`config.mk`:
```
export PLATFORM = sky130hd
export DESIGN_NAME = parking_distance_beeper
export DESIGN_NICKNAME = d
export VERILOG_FILES = /design/src/hdl/pdb_pkg.sv /design/src/hdl/parking_distance_beeper.sv
export SDC_FILE = /design/constraint.sdc
export NUM_CORES = 1
export LEC_CHECK = 0
export BUFFER_PORTS_ARGS = -buffer_cell sky130_fd_sc_hd__buf_2
export CAP_MARGIN = 20
export CORE_MARGIN = 10
export CORE_UTILIZATION = 45
export CTS_CLUSTER_DIAMETER = 200
export DETAILED_ROUTE_END_ITERATION = 10
export GPL_TIMING_DRIVEN = 1
export SLEW_MARGIN = 20
export SYNTH_ARGS = -nofsm -noshare
export SYNTH_HDL_FRONTEND = slang
export SYNTH_SLANG_ARGS = --single-unit
```
`constraint.sdc`:
```
create_clock -name aclk -period 11.5 [get_ports aclk]
set_input_delay 1.15 -clock aclk [delete_from_list [all_inputs] [get_ports aclk]]
set_output_delay 1.15 -clock aclk [all_outputs]
set_load 0.01 [all_outputs]
```
`src/hdl/pdb_pkg.sv`:
```
// Package for the parking distance beeper: request codes, register indexes,
// reset values and the echo-to-centimetre reciprocal constants.
// No dependencies.
`default_nettype none

package pdb_pkg;

    // Request kinds on the input channel
    localparam logic REQ_TICK = 1'b0;
    localparam logic REQ_ECHO = 1'b1;

    // Register index map of the configuration port
    localparam int unsigned CFG_IDX_W = 3;
    typedef enum logic [CFG_IDX_W-1:0] {
        CFG_TRIGGER_PERIOD = 3'd0,
        CFG_ZONE_STEP      = 3'd1,
        CFG_BEEP_NEAR      = 3'd2,
        CFG_BEEP_MID       = 3'd3,
        CFG_BEEP_FAR       = 3'd4,
        CFG_BEEP_EDGE      = 3'd5
    } cfg_idx_t;

    localparam int unsigned MS_W   = 10;
    localparam int unsigned STEP_W = 7;
    localparam int unsigned ECHO_W = 15;
    localparam int unsigned CM_W   = 10;
    localparam int unsigned ZONE_W = 3;
    localparam int unsigned DATA_W = 10;

    typedef logic [MS_W-1:0]   ms_t;
    typedef logic [STEP_W-1:0] step_t;
    typedef logic [CM_W-1:0]   cm_t;
    typedef logic [ZONE_W-1:0] zone_t;

    localparam ms_t   MS_MAX              = '1;
    localparam ms_t   RST_TRIGGER_PERIOD  = 10'd100;
    localparam step_t RST_ZONE_STEP       = 7'd10;
    localparam ms_t   RST_BEEP_NEAR       = 10'd50;
    localparam ms_t   RST_BEEP_MID        = 10'd150;
    localparam ms_t   RST_BEEP_FAR        = 10'd300;
    localparam ms_t   RST_BEEP_EDGE       = 10'd600;

    // cm = floor(us * 343 / 20000) = (us * ceil(343 * 2^30 / 20000)) >> 30,
    // exact for every 15-bit echo value.
    localparam int unsigned ECHO_RECIP_W = 25;
    localparam int unsigned ECHO_SHIFT   = 30;
    localparam int unsigned ECHO_PROD_W  = ECHO_W + ECHO_RECIP_W;
    localparam logic [ECHO_RECIP_W-1:0] ECHO_RECIP = 25'd18414673;

    localparam zone_t ZONES_ALL  = 3'd4;
    localparam zone_t ZONES_NONE = 3'd0;

    // Result item as held in the output register
    typedef struct packed {
        logic  trigger_start;
        logic  buzzer_on;
        zone_t filled_zones;
        cm_t   range_cm;
    } result_t;

endpackage

`default_nettype wire

```
`src/hdl/parking_distance_beeper.sv`:
```
// Parking distance beeper: tick/echo request processing, trigger timing,
// distance banding and buzzer toggling in one registered pass.
// Depends on pdb_pkg.
//
// Usage
//   Input channel (s_valid/s_ready): one request per handshake. s_req_type
//   REQ_TICK is a one-millisecond tick, REQ_ECHO carries the echo high time
//   in s_echo_us (zero = timeout, silences the buzzer).
//   Result channel (m_valid/m_ready): exactly one result per request, in
//   order: trigger request, buzzer level, lit zones and last distance.
//   Configuration: cfg_wr_en writes cfg_wdata into register cfg_index in the
//   same edge; write only while no request is in flight.
// Timing
//   An accepted request sits in the input register, is processed there by
//   one multiply (echo to cm) plus compares, and its result is then loaded
//   into the output register once that register is free or the sink takes
//   its item. Throughput is one request per cycle while m_ready stays high;
//   the echo multiply and band compares set the critical path.
// Reset and stall
//   aresetn low clears both pipeline valids, all counters, the distance,
//   the beep interval and the buzzer, and reloads the register defaults.
//   When m_ready is low the output register holds; one more request can be
//   taken into the input register, then s_ready drops until the sink moves.
`default_nettype none

module parking_distance_beeper (
    input  wire logic                          aclk,
    input  wire logic                          aresetn,
    // configuration write port
    input  wire logic                          cfg_wr_en,
    input  wire logic [pdb_pkg::CFG_IDX_W-1:0] cfg_index,
    input  wire logic [pdb_pkg::DATA_W-1:0]    cfg_wdata,
    // request channel
    input  wire logic                          s_valid,
    output logic                               s_ready,
    input  wire logic                          s_req_type,
    input  wire logic [pdb_pkg::ECHO_W-1:0]    s_echo_us,
    // result channel
    output logic                               m_valid,
    input  wire logic                          m_ready,
    output logic                               m_trigger_start,
    output logic                               m_buzzer_on,
    output logic [pdb_pkg::ZONE_W-1:0]         m_filled_zones,
    output logic [pdb_pkg::CM_W-1:0]           m_range_cm
);
    import pdb_pkg::*;

    // ---------------------------------------------------------------------
    // Configuration registers
    // ---------------------------------------------------------------------
    ms_t   trigger_period_reg;
    step_t zone_step_reg;
    ms_t   beep_near_reg;
    ms_t   beep_mid_reg;
    ms_t   beep_far_reg;
    ms_t   beep_edge_reg;

    always_ff @(posedge aclk) begin
        if (!aresetn) begin
            trigger_period_reg <= RST_TRIGGER_PERIOD;
            zone_step_reg      <= RST_ZONE_STEP;
            beep_near_reg      <= RST_BEEP_NEAR;
            beep_mid_reg       <= RST_BEEP_MID;
            beep_far_reg       <= RST_BEEP_FAR;
            beep_edge_reg      <= RST_BEEP_EDGE;
        end else if (cfg_wr_en) begin
            unique case (cfg_idx_t'(cfg_index))
                CFG_TRIGGER_PERIOD: trigger_period_reg <= cfg_wdata[MS_W-1:0];
                CFG_ZONE_STEP:      zone_step_reg      <= cfg_wdata[STEP_W-1:0];
                CFG_BEEP_NEAR:      beep_near_reg      <= cfg_wdata[MS_W-1:0];
                CFG_BEEP_MID:       beep_mid_reg       <= cfg_wdata[MS_W-1:0];
                CFG_BEEP_FAR:       beep_far_reg       <= cfg_wdata[MS_W-1:0];
                CFG_BEEP_EDGE:      beep_edge_reg      <= cfg_wdata[MS_W-1:0];
                default: ;  // unmapped index: write is dropped
            endcase
        end
    end

    // ---------------------------------------------------------------------
    // Pipeline handshake: input register -> processing -> output register
    // ---------------------------------------------------------------------
    logic                in_valid_reg;
    logic                in_type_reg;
    logic [ECHO_W-1:0]   in_echo_reg;
    logic                out_valid_reg;
    result_t             out_reg;
    logic                advance;

    assign advance = in_valid_reg && (!out_valid_reg || m_ready);
    assign s_ready = !in_valid_reg || advance;

    always_ff @(posedge aclk) begin
        if (!aresetn) begin
            in_valid_reg <= 1'b0;
        end else if (s_ready) begin
            in_valid_reg <= s_valid;
        end
    end

    // payload needs no reset
    always_ff @(posedge aclk) begin
        if (s_valid && s_ready) begin
            in_type_reg <= s_req_type;
            in_echo_reg <= s_echo_us;
        end
    end

    // ---------------------------------------------------------------------
    // Block state
    // ---------------------------------------------------------------------
    ms_t  since_trigger_reg, since_trigger_next;
    ms_t  since_toggle_reg,  since_toggle_next;
    cm_t  measured_cm_reg,   measured_cm_next;
    ms_t  beep_interval_reg, beep_interval_next;
    logic buzzer_reg,        buzzer_next;
    logic trig_next;

    // Echo to centimetres: single constant multiply, top bits kept
    logic [ECHO_PROD_W-1:0] echo_prod;
    cm_t                    echo_cm;

    assign echo_prod = ECHO_PROD_W'(in_echo_reg) * ECHO_PROD_W'(ECHO_RECIP);
    assign echo_cm   = echo_prod[ECHO_SHIFT +: CM_W];

    // Zone boundaries; 4 * 127 still fits in 10 bits
    cm_t step_x1, step_x2, step_x3, step_x4;

    assign step_x1 = CM_W'(zone_step_reg);
    assign step_x2 = CM_W'({zone_step_reg, 1'b0});
    assign step_x4 = CM_W'({zone_step_reg, 2'b00});
    assign step_x3 = step_x1 + step_x2;

    // Band compares run on the distance after this request
    logic in_x1, in_x2, in_x3, in_x4;
    ms_t  band_ms;

    assign in_x1 = (measured_cm_next <= step_x1);
    assign in_x2 = (measured_cm_next <= step_x2);
    assign in_x3 = (measured_cm_next <= step_x3);
    assign in_x4 = (measured_cm_next <= step_x4);

    always_comb begin
        if (in_x1) begin
            band_ms = beep_near_reg;
        end else if (in_x2) begin
            band_ms = beep_mid_reg;
        end else if (in_x3) begin
            band_ms = beep_far_reg;
        end else if (in_x4) begin
            band_ms = beep_edge_reg;
        end else begin
            band_ms = '0;
        end
    end

    ms_t  tick_trigger;
    ms_t  tick_toggle;
    ms_t  toggle_count;
    logic buzzer_mid;

    assign tick_trigger = (since_trigger_reg == MS_MAX) ? MS_MAX : since_trigger_reg + 1'b1;
    assign tick_toggle  = (since_toggle_reg  == MS_MAX) ? MS_MAX : since_toggle_reg  + 1'b1;

    always_comb begin
        trig_next          = 1'b0;
        since_trigger_next = since_trigger_reg;
        toggle_count       = since_toggle_reg;
        measured_cm_next   = measured_cm_reg;
        beep_interval_next = beep_interval_reg;
        buzzer_mid         = buzzer_reg;
        since_toggle_next  = since_toggle_reg;
        buzzer_next        = buzzer_reg;

        // request-specific update
        if (in_type_reg == REQ_TICK) begin
            toggle_count = tick_toggle;
            if (tick_trigger >= trigger_period_reg) begin
                trig_next          = 1'b1;
                since_trigger_next = '0;
            end else begin
                since_trigger_next = tick_trigger;
            end
        end else if (in_echo_reg != '0) begin
            measured_cm_next   = echo_cm;
            beep_interval_next = band_ms;
            if (band_ms == '0) begin
                buzzer_mid = 1'b0;
            end
        end else begin
            // timeout: silence, keep last distance
            beep_interval_next = '0;
            buzzer_mid         = 1'b0;
        end

        // common buzzer step after every request
        since_toggle_next = toggle_count;
        buzzer_next       = buzzer_mid;
        if ((beep_interval_next != '0) && in_x4) begin
            if (toggle_count >= beep_interval_next) begin
                since_toggle_next = '0;
                buzzer_next       = !buzzer_mid;
            end
        end else begin
            buzzer_next = 1'b0;
        end
    end

    // Lit zones: 4 - d/step by compares, d known to be at most 4 steps
    zone_t zones_next;

    always_comb begin
        if (!in_x4) begin
            zones_next = ZONES_NONE;
        end else if (zone_step_reg == '0) begin
            zones_next = ZONES_ALL;
        end else if (measured_cm_next < step_x1) begin
            zones_next = 3'd4;
        end else if (measured_cm_next < step_x2) begin
            zones_next = 3'd3;
        end else if (measured_cm_next < step_x3) begin
            zones_next = 3'd2;
        end else if (measured_cm_next < step_x4) begin
            zones_next = 3'd1;
        end else begin
            zones_next = ZONES_NONE;
        end
    end

    always_ff @(posedge aclk) begin
        if (!aresetn) begin
            since_trigger_reg <= '0;
            since_toggle_reg  <= '0;
            measured_cm_reg   <= '0;
            beep_interval_reg <= '0;
            buzzer_reg        <= 1'b0;
        end else if (advance) begin
            since_trigger_reg <= since_trigger_next;
            since_toggle_reg  <= since_toggle_next;
            measured_cm_reg   <= measured_cm_next;
            beep_interval_reg <= beep_interval_next;
            buzzer_reg        <= buzzer_next;
        end
    end

    // ---------------------------------------------------------------------
    // Output register
    // ---------------------------------------------------------------------
    always_ff @(posedge aclk) begin
        if (!aresetn) begin
            out_valid_reg <= 1'b0;
        end else if (advance) begin
            out_valid_reg <= 1'b1;
        end else if (m_ready) begin
            out_valid_reg <= 1'b0;
        end
    end

    always_ff @(posedge aclk) begin
        if (advance) begin
            out_reg.trigger_start <= trig_next;
            out_reg.buzzer_on     <= buzzer_next;
            out_reg.filled_zones  <= zones_next;
            out_reg.range_cm      <= measured_cm_next;
        end
    end

    assign m_valid         = out_valid_reg;
    assign m_trigger_start = out_reg.trigger_start;
    assign m_buzzer_on     = out_reg.buzzer_on;
    assign m_filled_zones  = out_reg.filled_zones;
    assign m_range_cm      = out_reg.range_cm;

    // ---------------------------------------------------------------------
    // Assertions
    // ---------------------------------------------------------------------
    // echo requests never raise a trigger
    a_echo_no_trigger: assert property (@(posedge aclk) disable iff (!aresetn)
        (advance && in_type_reg == REQ_ECHO) |=> !m_trigger_start)
        else $error("trigger raised by echo request");

    // buzzer only sounds with a nonzero interval
    a_buzzer_needs_interval: assert property (@(posedge aclk) disable iff (!aresetn)
        buzzer_reg |-> (beep_interval_reg != '0))
        else $error("buzzer on while silent");

    // the trigger counter is cleared before it can saturate
    a_trigger_no_sat: assert property (@(posedge aclk) disable iff (!aresetn)
        since_trigger_reg != MS_MAX)
        else $error("trigger counter saturated");

    // full pipeline with a stalled sink takes nothing in
    a_backpressure: assert property (@(posedge aclk) disable iff (!aresetn)
        (in_valid_reg && out_valid_reg && !m_ready) |-> !s_ready)
        else $error("request taken into a full pipeline");

    // lit zones stay within four
    a_zones_range: assert property (@(posedge aclk) disable iff (!aresetn)
        m_valid |-> (m_filled_zones <= ZONES_ALL))
        else $error("zone count out of range");

endmodule

`default_nettype wire
```
# After elaboration in Yosys (flattened, before gate mapping)
# Cells that the tools add are included.
# Widths: inputs -> output; s select.
dict set report word_totals {
  register_bits 131
  inputBits 34
  out_inout_bits 17
  word_cells 92
}
dict set report classes {
  add_sub_neg 3
  n_mul 1
  order_cmp 10
  n_eq_ne 7
  n_mux 27
  bitwise_logic 2
  n_reduce_logical 22
}
# cell n
set op_table {}
lappend op_table {{$mux 10} 14}
lappend op_table {{$mul 15x25->40 const B} 1}
lappend op_table {{$add 10x1->10 const B} 2}
lappend op_table {{$eq 10x10->1 const B} 2}
lappend op_table {{$ge 10x10->1} 2}
lappend op_table {{$le 10x9->1} 2}
lappend op_table {{$lt 10x9->1} 2}
lappend op_table {{$reduce_bool 15->1} 1}
lappend op_table {{$reduce_and 2->1} 7}
lappend op_table {{$le 10x7->1} 1}
lappend op_table {{$le 10x8->1} 1}
lappend op_table {{$logic_not 10->1} 1}
lappend op_table {{$lt 10x7->1} 1}
lappend op_table {{$lt 10x8->1} 1}
lappend op_table {{$reduce_bool 10->1} 1}
lappend op_table {{$add 7x8->9} 1}
lappend op_table {{$mux 1} 9}
lappend op_table {{$logic_not 7->1} 1}
lappend op_table {{$eq 3x2->1 const B} 2}
lappend op_table {{$eq 3x3->1 const B} 2}
lappend op_table {{$mux 3} 2}
lappend op_table {{$mux 2} 2}
lappend op_table {{$eq 3x1->1 const B} 1}
lappend op_table {{$logic_and 1x1->1} 3}
lappend op_table {{6 further kinds} 10}

# Logic depth before layout (Yosys ltp)
# Gate-level depths: netlist (run 1).
dict set report depth {
  word_depth 15
  depth_mapped 48
}

# Worst setup path after synthesis (run 1)
# Ideal clock, no wire load.
dict set report synth_path {
  path_type {register to register}
  from {register in_echo_reg[6]}
  to {register buzzer_reg}
  setup_time_ns 0.087
  arrival_ns 10.209
  setup_slack_ns 1.204
  path_stages_with_launch 47
  n_path_buf 1
  period_less_slack_ns 10.296
  path_cell_list {edfxtp_1 > fa_1 > inv_1 > fa_1 > inv_1 > fa_1 > fa_1 > fa_1 > inv_1 > fa_1 > inv_1 > ha_1 > a21o_1 > a31o_2 > a2111oi_2 > o211ai_1 > a21oi_1 > inv_1 > [11 not listed] > o211ai_2 > o211ai_1 > a21oi_1 > a21o_1 > ha_1 > nand2b_1 > a21o_1 > a21o_1 > a21o_1 > a21o_1 > a21o_1 > a211oi_1 > o21ai_0 > nand2_1 > nor2_1 > o311ai_0 > nand3_1 > o31ai_1}
}
dict set report synth_between {
  word_cells_on_any_way 24
}
# element line_no
set synth_lines {}
lappend synth_lines {{start: declaration} parking_distance_beeper.sv:84} ;# logic [ECHO_W-1:0] in_echo_reg;
lappend synth_lines {{start signal: assignment} parking_distance_beeper.sv:104} ;# in_echo_reg <= s_echo_us;
lappend synth_lines {{$mul 15x25->40 / $reduce_bool 15->1 (equally long branches)} {parking_distance_beeper.sv:122, parking_distance_beeper.sv:183}}
lappend synth_lines {{$mux 10 (*)} parking_distance_beeper.sv:183} ;# end else if (in_echo_reg != '0) begin
lappend synth_lines {{$mux 10 (*)} parking_distance_beeper.sv:175} ;# if (in_type_reg == REQ_TICK) begin
lappend synth_lines {{via measured_cm_next[6]} parking_distance_beeper.sv:113} ;# cm_t measured_cm_reg, measured_cm_next;
lappend synth_lines {{$le 10x9->1} parking_distance_beeper.sv:140} ;# assign in_x4 = (measured_cm_next <= step_x4);
lappend synth_lines {{$mux 10} parking_distance_beeper.sv:149} ;# end else if (in_x4) begin
lappend synth_lines {{$mux 10} parking_distance_beeper.sv:147} ;# end else if (in_x3) begin
lappend synth_lines {{$mux 10} parking_distance_beeper.sv:145} ;# end else if (in_x2) begin
lappend synth_lines {{$mux 10 (*)} parking_distance_beeper.sv:143} ;# if (in_x1) begin
lappend synth_lines {{$mux 10 (*)} parking_distance_beeper.sv:183}
lappend synth_lines {{$mux 10 (*)} parking_distance_beeper.sv:175}
lappend synth_lines {{via beep_interval_next[0]} parking_distance_beeper.sv:114} ;# ms_t beep_interval_reg, beep_interval_next;
lappend synth_lines {{$ge 10x10->1 / $reduce_bool 10->1 (equally long branches)} {parking_distance_beeper.sv:199, parking_distance_beeper.sv:198}}
lappend synth_lines {{$mux 1 / $logic_and 1x1->1 (equally long branches)} {parking_distance_beeper.sv:199, parking_distance_beeper.sv:198}}
lappend synth_lines {{$mux 1 (*)} parking_distance_beeper.sv:198} ;# if ((beep_interval_next != '0) && in_x4) begin
lappend synth_lines {{end signal: assignment} parking_distance_beeper.sv:241} ;# buzzer_reg <= buzzer_next;
lappend synth_lines {{end: declaration} parking_distance_beeper.sv:115} ;# logic buzzer_reg, buzzer_next;
# The timed path passes the listed nets; every way through them passes the cells marked *.
# A chain may end at the register's enable or synchronous reset.

# Final worst setup path (run 1)
dict set report layout_path {
  from {register in_echo_reg[12]}
  to {register buzzer_reg}
}
dict set report layout_between {
  word_cells_on_any_way 24
}
# element line_no
set layout_lines {}
lappend layout_lines {{$mul 15x25->40 / $reduce_bool 15->1 (equally long branches)} {parking_distance_beeper.sv:122, parking_distance_beeper.sv:183}}
lappend layout_lines {{$mux 10} parking_distance_beeper.sv:183}
lappend layout_lines {{$mux 10} parking_distance_beeper.sv:175}
lappend layout_lines {{$le 10x9->1} parking_distance_beeper.sv:140}
lappend layout_lines {{$mux 10} parking_distance_beeper.sv:149}
lappend layout_lines {{$mux 10} parking_distance_beeper.sv:147}
lappend layout_lines {{$mux 10} parking_distance_beeper.sv:145}
lappend layout_lines {{$mux 10} parking_distance_beeper.sv:143}
lappend layout_lines {{$mux 10 (*)} parking_distance_beeper.sv:183}
lappend layout_lines {{$mux 10 (*)} parking_distance_beeper.sv:175}
lappend layout_lines {{via beep_interval_next[0]} parking_distance_beeper.sv:114}
lappend layout_lines {{$ge 10x10->1 / $reduce_bool 10->1 (equally long branches)} {parking_distance_beeper.sv:199, parking_distance_beeper.sv:198}}
lappend layout_lines {{$mux 1 / $logic_and 1x1->1 (equally long branches)} {parking_distance_beeper.sv:199, parking_distance_beeper.sv:198}}
lappend layout_lines {{$mux 1 (*)} parking_distance_beeper.sv:198}
# Marks and branches as above.

==> metrics.txt, run 1 <==
Die X 192 microns; Die Area 0.0367 sq mm; Startpoint Class register; PD cells 271 mW/mm^2; post-synthesis sequential area ratio 0.221; vias post-DR 10,533; Final Util 0.504; largest net degree at the start of global routing 94; H-tree depth 4; design area 0.0145 sq mm; Vias/cell 5.52; cells after synthesis 1,466; Yosys warning count 0; gpl congestion 0.926; Final min period 10,840 ps; CP Max Fanout 10; core area 0.0289 sq mm; CTS Sinks 131; Setup-failing EPs final 0; # DRC 0; HPWL Detailed 28,400 microns; Layout Nets 1,851; crit-path most repeated cell a21o_1; Setup TNS 0 ps; Max IR drop VDD 194 uV; total global routing track utilization 0.194; area grow syn2layout 9.74%; number of port buffers 50; CP peak stage delay 590 ps; WL/cell 18.3 microns; initial DRC count 637; post-route ant nets 0; clk slew on worst S/H paths 60 ps; critical path's slowest cell edfxtp_1; placed inst area 0.0139 sq mm; hold_buf cts 0; Cell Area, Synth 0.0132 sq mm; CTS tree yes; Rel. slew slack 0.312; Avg Synthesized Cell Area 9.03 sq um; total grt overflow 0; Area contributors post-synth ha_1 (20%), dfxtp_1 (15%), fa_1 (14%), edfxtp_1 (7.0%), nand2_1 (5.6%); Chip Height 192 microns; Fmax 0.0922 GHz; CTS Buf Count 17; final hold slack 469 ps; DRT Pass-1 Iters 6; post-synth top area cell ha_1; syn_nets 1,805; vias in the first global route 10,817; Least-Margin Pin Slew 1030 ps; share of cells above drive strength 1 0.102; Netlist cell types 93; Synth top area share 0.202; FFs w/ async S/R, synth 0; n_diodes 0; clock root buffer clkbuf_16; most used flip-flop cell after synthesis dfxtp_1; Setup Skew 16.3 ps; CP Class register to register; CP required 11,840 ps; Cell Rows 62; global-route wire length before repair 56,900 microns; Hold Path Class register to register; I/O Pins 51; initial core utilization 0.459; max FFs per register 15; max cap viols 0; Worst EP arrival 11,190 ps; fin crit share 0.943; maximum clock path buffer count 2; Pleak 6.91 nW; Post-Route WL 34,900 microns; Worst Setup End Kind register; Hold Vio Cnt, Final 0; EDFF count, synth 31; Yosys reg bits 131; final slew viol count 0; initial antenna violation count 0; outcome completed; worst skew pair latency 430 ps
-- layout make-up --
class / count / area [sq um]
Fill cell: 2778 / 14300
Multi-Input combinational cell: 1096 / 9410
Sequential cell: 131 / 2930
Inverter: 197 / 739
Tap cell: 384 / 480
Clock buffer: 19 / 454
Timing Repair Buffer: 69 / 393
Clock inverter: 13 / 123
-- report_power, final --
group	switching (mW)	total (mW)	internal, mW
registers	0.0237	0.541	0.517
logic	1.71	2.84	1.13
clock network	0.237	0.551	0.314
-- routing by layer --
layer / track usage / routed length (microns) / vias up
met2: 0.346 / 17900 / 201
met4: 0.0490 / 559 / 0
met1: 0.243 / 15300 / 5099
li1: - / - / 5199
met5: 0 / 0 / -
met3: 0.0231 / 1180 / 34
-- worst max-delay path: cells and delay by family (launching register included) --
| kind | cells | cell delay, ps |
|---|---|---|
| DFF | 1 | 590 |
| and+or+nand+nor | 10 | 2060 |
| adders and majority gates | 9 | 3570 |
| buffers and inverters | 2 | 110 |
| AOI/OAI and AO/OA | 20 | 4030 |
| xor gates and xnor gates | 2 | 400 |
-- repair_timing --
action / in CTS / in global routing
buffers inserted: 0 / 6
resized for setup: 0 / 7
setup endpoints to repair: 0 / 12
-- stage by stage --
stage | setup slack, ps | total power, mW | std cells
5_1_grt | -2.70 | 4.32 | 1909
4_1_cts | 124 | 3.92 | 1903
2_1_floorplan | 1200 | 2.67 | 1466
6_report | 655 | 3.93 | 1909
3_3_place_gp | 360 | 3.33 | 1871
3_5_place_dp | 166 | 3.35 | 1871
-- cells in the mapped netlist (25+ instances only) --
cell type,count
dfxtp_1,100
nand2_1,198
a21o_1,31
nor2_1,63
a21oi_1,48
fa_1,91
nand3_1,54
ha_1,214
inv_1,196
a21boi_0,47
o21ai_0,31
edfxtp_1,31
clkbuf_1,25
-- logic make-up after synthesis --
logic type | share of synthesized area
AND/OR/NAND/NOR | 0.161
AO/OA/AOI/OAI | 0.185
adder cells (fa/ha/maj) | 0.340
buffers and inverters | 0.0705
flip-flops | 0.221
XOR/XNOR | 0.0145
multiplexers | 0.00756
-- layout by cell type (no fill, tap or decap), drive strengths merged, types with 4 or more instances in the layout --
cell type | Yosys | routed
a211oi | 12 | 12
a21o | 31 | 31
nor2 | 63 | 63
o31ai | 6 | 6
nor3 | 17 | 17
o211a | 8 | 8
mux2i | 10 | 10
nand2 | 198 | 198
clkinv | 1 | 7
fa | 91 | 91
o21ai | 41 | 41
o22ai | 5 | 5
nand4 | 18 | 18
o221a | 6 | 6
o21bai | 4 | 4
xnor2 | 11 | 11
nor4 | 6 | 6
o211ai | 27 | 27
a31oi | 15 | 15
a32o | 13 | 13
and3 | 12 | 12
clkbuf | 25 | 19
nor2b | 17 | 17
xor2 | 11 | 11
nand3 | 57 | 57
a21boi | 48 | 48
o21a | 5 | 5
ha | 214 | 214
dfxtp | 100 | 100
inv | 196 | 201
and2 | 22 | 22
a21oi | 50 | 50
a2111oi | 5 | 5
or2 | 8 | 8
nand2b | 7 | 7
or3 | 6 | 6
buf | 17 | 69
edfxtp | 31 | 31
-- worst paths after layout --
check                startpoint  cells past startpoint  slack (ps)                 end
max             in_echo_reg[12]                     43         660          buzzer_reg
min          measured_cm_reg[5]                      2         470  measured_cm_reg[5]
max reg2reg     in_echo_reg[12]                     43         660          buzzer_reg
min reg2reg  measured_cm_reg[5]                      2         470  measured_cm_reg[5]
No activity file was read; power rests on OpenSTA's default activity.
==> inputs of run 2 (changes only) <==
- clock period: 11.5 -> 10.7 ns (I/O delays scaled with it)
==> run 2 against run 1 <==
Compared with the run above:
- setup slack got worse by 120 ps
- clock skew about the same
- register-to-register slack got worse by 120 ps
- combinational power increased by 11%
- total power increased by 11%
- die area unchanged
- via count increased by 0.89%
- non-clock buffer count increased by 17
- flip-flop and latch count unchanged
- utilization increased by 0.82 points
- final area increased by 1.6%
- cell count increased by 0.89%
- critical endpoint unchanged
- largest power group unchanged
==> metrics.txt, run 2 (same netlist as run 1, synthesis figures left out) <==
Vias/cell 5.52 (about the same); Hold Vio Cnt, Final 0 (unchanged); register area 0.00293 sq mm (unchanged); CTS Buf Count 17 (unchanged); outcome completed (unchanged); Buf/Inv on CP 3 (was 2); Least-Margin Pin Slew 1050 ps (was 1030 ps); Chip Height 192 microns (unchanged); share of cells above drive strength 1 0.123 (was 0.102); Cell Rows 62 (unchanged); Final Worst Setup Slack 534 ps (was 655 ps); hold_buf cts 0 (unchanged); Post-Route WL 34,400 microns (was 34,900 microns); final slew viol count 0 (unchanged); CP required 11,070 ps (was 11,840 ps); critical path's slowest cell or4_1 (was edfxtp_1); Worst Setup End Kind register (unchanged); Setup Skew 16.3 ps (about the same); CP Class register to register (unchanged); Startpoint Class register (unchanged); max FFs per register 15 (unchanged); reg2reg setup slack 530 ps (was 660 ps); PD cells 294 mW/mm^2 (was 271 mW/mm^2); Setup-failing EPs final 0 (unchanged); Rel. slew slack 0.303 (was 0.312); dpl cells 1,887 (was 1,871); Die X 192 microns (unchanged); crit-path most repeated cell a21o_1 (unchanged); CP Max Fanout 7 (was 10); final hold slack 467 ps (was 469 ps); most frequent cells in the layout ha_1 (213), nand2_1 (197), inv_1 (194) (was ha_1 (214), nand2_1 (198), inv_1 (196)); fin crit share 0.950 (was 0.943); fin cells 1,926 (was 1,909); worst skew pair latency 450 ps (was 430 ps); CP peak stage delay 570 ps (was 590 ps); number of port buffers 50 (unchanged); CTS tree yes (unchanged); vias in the first global route 10,850 (was 10,817); initial antenna violation count 0 (unchanged); gpl congestion 0.899 (was 0.926); Max IR drop VDD 222 uV (was 194 uV); commonest non-fill, non-tap cell in the layout ha_1 (unchanged); initial core utilization 0.459 (unchanged); Pleak 7.00 nW (was 6.91 nW); Setup TNS 0 ps (unchanged); area grow syn2layout 11.5% (was 9.74%); post-route ant nets 0 (unchanged); n_diodes 0 (unchanged); maximum clock path buffer count 2 (unchanged); Setup WS pre-CTS 137 ps (was 166 ps); H-tree depth 4 (unchanged); fillers 2,767 (was 2,778); CTS Sinks 131 (unchanged); global-route wire length before repair 56,100 microns (was 56,900 microns); Fmax 0.0984 GHz (was 0.0922 GHz); max cap viols 0 (unchanged); core area 0.0289 sq mm (unchanged); area of the multi-input gates 0.00950 sq mm (was 0.00941 sq mm); DRT Pass-1 Iters 5 (was 6); Top Family by Delay on Critical Path adder cells (was compound AO/OA/AOI/OAI gates); Final Util 0.512 (was 0.504); Hold Path Class register to register (unchanged); clock root buffer clkbuf_16 (unchanged); WL/cell 17.9 microns (was 18.3 microns); design area 0.0148 sq mm (was 0.0145 sq mm); total chip power 4.35 mW (was 3.93 mW); HPWL Detailed 27,800 microns (was 28,400 microns); Worst EP arrival 10,530 ps (was 11,190 ps); Die Area 0.0367 sq mm (unchanged); placed inst area 0.0140 sq mm (was 0.0139 sq mm); total grt overflow 0 (unchanged); # DRC 0 (unchanged); Layout Nets 1,868 (was 1,851); I/O Pins 51 (unchanged); clk slew on worst S/H paths 70 ps (was 60 ps); Final min period 10,170 ps (was 10,840 ps); total global routing track utilization 0.192 (was 0.194); initial DRC count 577 (was 637); vias post-DR 10,627 (was 10,533); largest net degree at the start of global routing 94 (unchanged)
## run 2: changes by cell type in the layout (fill, tap and decap cells not counted), sizes merged
cell and change:
bufinv +1, clkbuf +1, buf +17, clkinvlp +1
clkinv -3
## run 2: area by class of cell
class                      instances  share of cell area
tap                              384              0.0325
clock buffer                      20              0.0310
timing repair buffer              86              0.0352
inverter                         197              0.0501
clock inverter                    12             0.00966
multi-input combinational       1096               0.643
sequential                       131               0.199
## run 2: power by group
group          leakage, nW  internal, mW  switching, mW
combinational         5.60          1.29           1.87
clock                0.288         0.361          0.249
sequential            1.11         0.556         0.0206
## run 2: per-layer routing
metal	wire, microns	track usage
met4	738	0.0625
met3	1130	0.0273
met1	15200	0.239
met2	17300	0.333
met5	0	0
## run 2: path summary, 6_finish.rpt
check / from / end / cells after the start
max reg2reg: in_echo_reg[12] / buzzer_reg / 44
min: trigger_period_reg[4] / trigger_period_reg[4] / 2
max: in_echo_reg[12] / buzzer_reg / 44
min reg2reg: trigger_period_reg[4] / trigger_period_reg[4] / 2
## run 2: worst min-delay path, stage by stage (launching register included)
cell and delay, ps:
dfxtp_1 310, nand2_1 50, a21boi_0 60
## run 2: what timing repair did
action / CTS / global route
setup endpoints to repair: 0 / 12
buffers inserted: 0 / 7
resized for setup: 0 / 28
==> inputs of run 3 (changes only) <==
- CELL_PAD_IN_SITES_DETAIL_PLACEMENT: unset -> 1
- CELL_PAD_IN_SITES_GLOBAL_PLACEMENT: unset -> 2
- CORE_UTILIZATION: 45 -> 41
- PLACE_DENSITY_LB_ADDON: unset -> 0.1
==> run 3 against run 2 <==
Compared with the run above:
- combinational power grew 7.0%
- first-iteration DRC count shrank 21%
- global-route usage grew 1.6 points
- sequential share of layout area shrank 0.22 points
- cell count rose by 1.6%
- critical path depth rose by 1
- die area rose by 8.7%
- register-to-register slack improved by 70 ps
- largest cell class unchanged
- highest routed layer unchanged
==> metrics.txt, run 3 (same netlist as run 1, synthesis figures left out) <==
final hold slack 472 ps (was 467 ps); Fmax 0.0990 GHz (was 0.0984 GHz); Max IR drop VDD 192 uV (was 222 uV); Startpoint Class register (unchanged); clock root buffer clkbuf_16 (unchanged); Hold Vio Cnt, Final 0 (unchanged); total grt overflow 0 (unchanged); HP Start trigger_period_reg[4] (unchanged); area grow syn2layout 12.8% (was 11.5%); core area 0.0317 sq mm (was 0.0289 sq mm); vias in the first global route 11,685 (was 10,850); RR Startpoint in_echo_reg[7] (was in_echo_reg[12]); initial DRC count 458 (was 577); Worst EP arrival 10,390 ps (was 10,530 ps); CP Class register to register (unchanged); n_diodes 0 (unchanged); share of cells above drive strength 1 0.136 (was 0.123); CP Max Fanout 7 (unchanged); Min-Delay Path Depth 2 (unchanged); WL/cell 20.7 microns (was 17.9 microns); Chip Height 200 microns (was 192 microns); depth of the most critical reg-to-reg path 45 (was 44); post-route ant nets 0 (unchanged); Setup-failing EPs final 0 (unchanged); Worst Setup End Kind register (unchanged); max FFs per register 15 (unchanged); critical path's slowest cell fa_1 (was or4_1); CTS tree yes (unchanged); # DRC 0 (unchanged); Final min period 10,100 ps (was 10,170 ps); initial antenna violation count 0 (unchanged); most frequent cells in the layout ha_1 (211), nand2_1 (197), inv_1 (194) (was ha_1 (213), nand2_1 (197), inv_1 (194)); number of port buffers 50 (unchanged); global-route wire length before repair 64,300 microns (was 56,100 microns); Worst Hold Path EP trigger_period_reg[4] (unchanged); CTS Buf Count 17 (unchanged); maximum clock path buffer count 2 (unchanged); fin crit share 0.944 (was 0.950); placed inst area 0.0141 sq mm (was 0.0140 sq mm); Die Area 0.0399 sq mm (was 0.0367 sq mm); vias post-DR 10,843 (was 10,627); reg2reg end m_buzzer_on (was buzzer_reg); Die X 200 microns (was 192 microns); DRT Pass-1 Iters 4 (was 5); max cap viols 0 (unchanged); Least-Margin Pin Slew 981 ps (was 1050 ps); design area 0.0149 sq mm (was 0.0148 sq mm); Vias/cell 5.54 (was 5.52); commonest non-fill, non-tap cell in the layout ha_1 (unchanged); worst skew pair latency 450 ps (about the same); I/O Pins 51 (unchanged); gpl congestion 0.848 (was 0.899); HPWL Detailed 32,300 microns (was 27,800 microns); Hold Path Class register to register (unchanged); fillers 3,700 (was 2,767); clk slew on worst S/H paths 80 ps (was 70 ps); reg2reg setup slack 600 ps (was 530 ps); Rel. slew slack 0.346 (was 0.303); total global routing track utilization 0.208 (was 0.192); PD cells 306 mW/mm^2 (was 294 mW/mm^2); largest net degree at the start of global routing 94 (unchanged); Layout Nets 1,881 (was 1,868); initial core utilization 0.418 (was 0.459); crit-path most repeated cell a21o_1 (unchanged); CP required 11,000 ps (was 11,070 ps); final slew viol count 0 (unchanged); CP peak stage delay 580 ps (was 570 ps); H-tree depth 4 (unchanged); Setup Skew 17.2 ps (was 16.3 ps); CTS Sinks 131 (unchanged); Pleak 7.07 nW (was 7.00 nW); Worst Setup SP in_echo_reg[7] (was in_echo_reg[12]); hold_buf cts 0 (unchanged); Cell Rows 65 (was 62); Post-Route WL 40,400 microns (was 34,400 microns); outcome completed (unchanged)
run 3: layout make-up:
cell class | instances | area [sq um] | share of cell area
Clock inverter | 15 | 158 | 0.0106
Clock buffer | 17 | 425 | 0.0285
Timing Repair Buffer | 99 | 622 | 0.0416
Inverter | 197 | 739 | 0.0495
Sequential cell | 131 | 2930 | 0.196
Tap cell | 402 | 503 | 0.0337
Multi-Input combinational cell | 1096 | 9550 | 0.640
run 3: routing by layer:
layer  track usage  routed length (microns)  vias up
li1              -                        -     5261
met1         0.252                    17800     5413
met2         0.377                    20900      119
met3        0.0230                      782       50
met4        0.0645                      949        0
met5             0                        0        -
run 3: worst max-delay path by stage:
stage                              to  slack, ps  depth (start not counted)
after CTS                  buzzer_reg          8                         45
final                     m_buzzer_on        600                         45
after detailed placement   buzzer_reg        -50                         45
after global placement     buzzer_reg        340                         42
after floorplan            buzzer_reg        400                         46
after global routing       buzzer_reg        -60                         47
run 3: timing repair:
item / 4_1_cts / 5_1_grt
gates resized for setup: 2 / 37
endpoints found under the hold margin: 0 / 0
pin swaps: 0 / 25
buffers inserted: 0 / 16
endpoints found under the setup margin: 2 / 12
gates cloned: 0 / 0
run 3: stage by stage:
| stage | TNS [ps] | cells | util | worst slack (ps) | power [mW] |
|---|---|---|---|---|---|
| 3_3_place_gp | 0 | 1909 | 0.443 | 336 | 3.67 |
| 3_5_place_dp | -56.4 | 1909 | 0.443 | -51.7 | 3.73 |
| 2_1_floorplan | 0 | 1466 | - | 404 | 2.87 |
| 6_report | 0 | 1957 | 0.471 | 604 | 4.56 |
| 4_1_cts | 0 | 1941 | 0.462 | 8.09 | 4.37 |
| 5_1_grt | -79.3 | 1957 | 0.471 | -58.4 | 5.00 |
run 3: critical path, delay by kind of cell, from the launching register on:
| family | cells | cell delay (ps) |
|---|---|---|
| xor+xnor | 1 | 240 |
| compound gates | 23 | 4090 |
| simple gates | 7 | 950 |
| fa+ha+maj | 9 | 3800 |
| buf+inv | 5 | 410 |
| flops | 1 | 440 |
run 3: power by group:
group / internal, mW / switching, mW
clock network: 0.312 / 0.295
logic: 1.38 / 2.00
registers: 0.556 / 0.0214
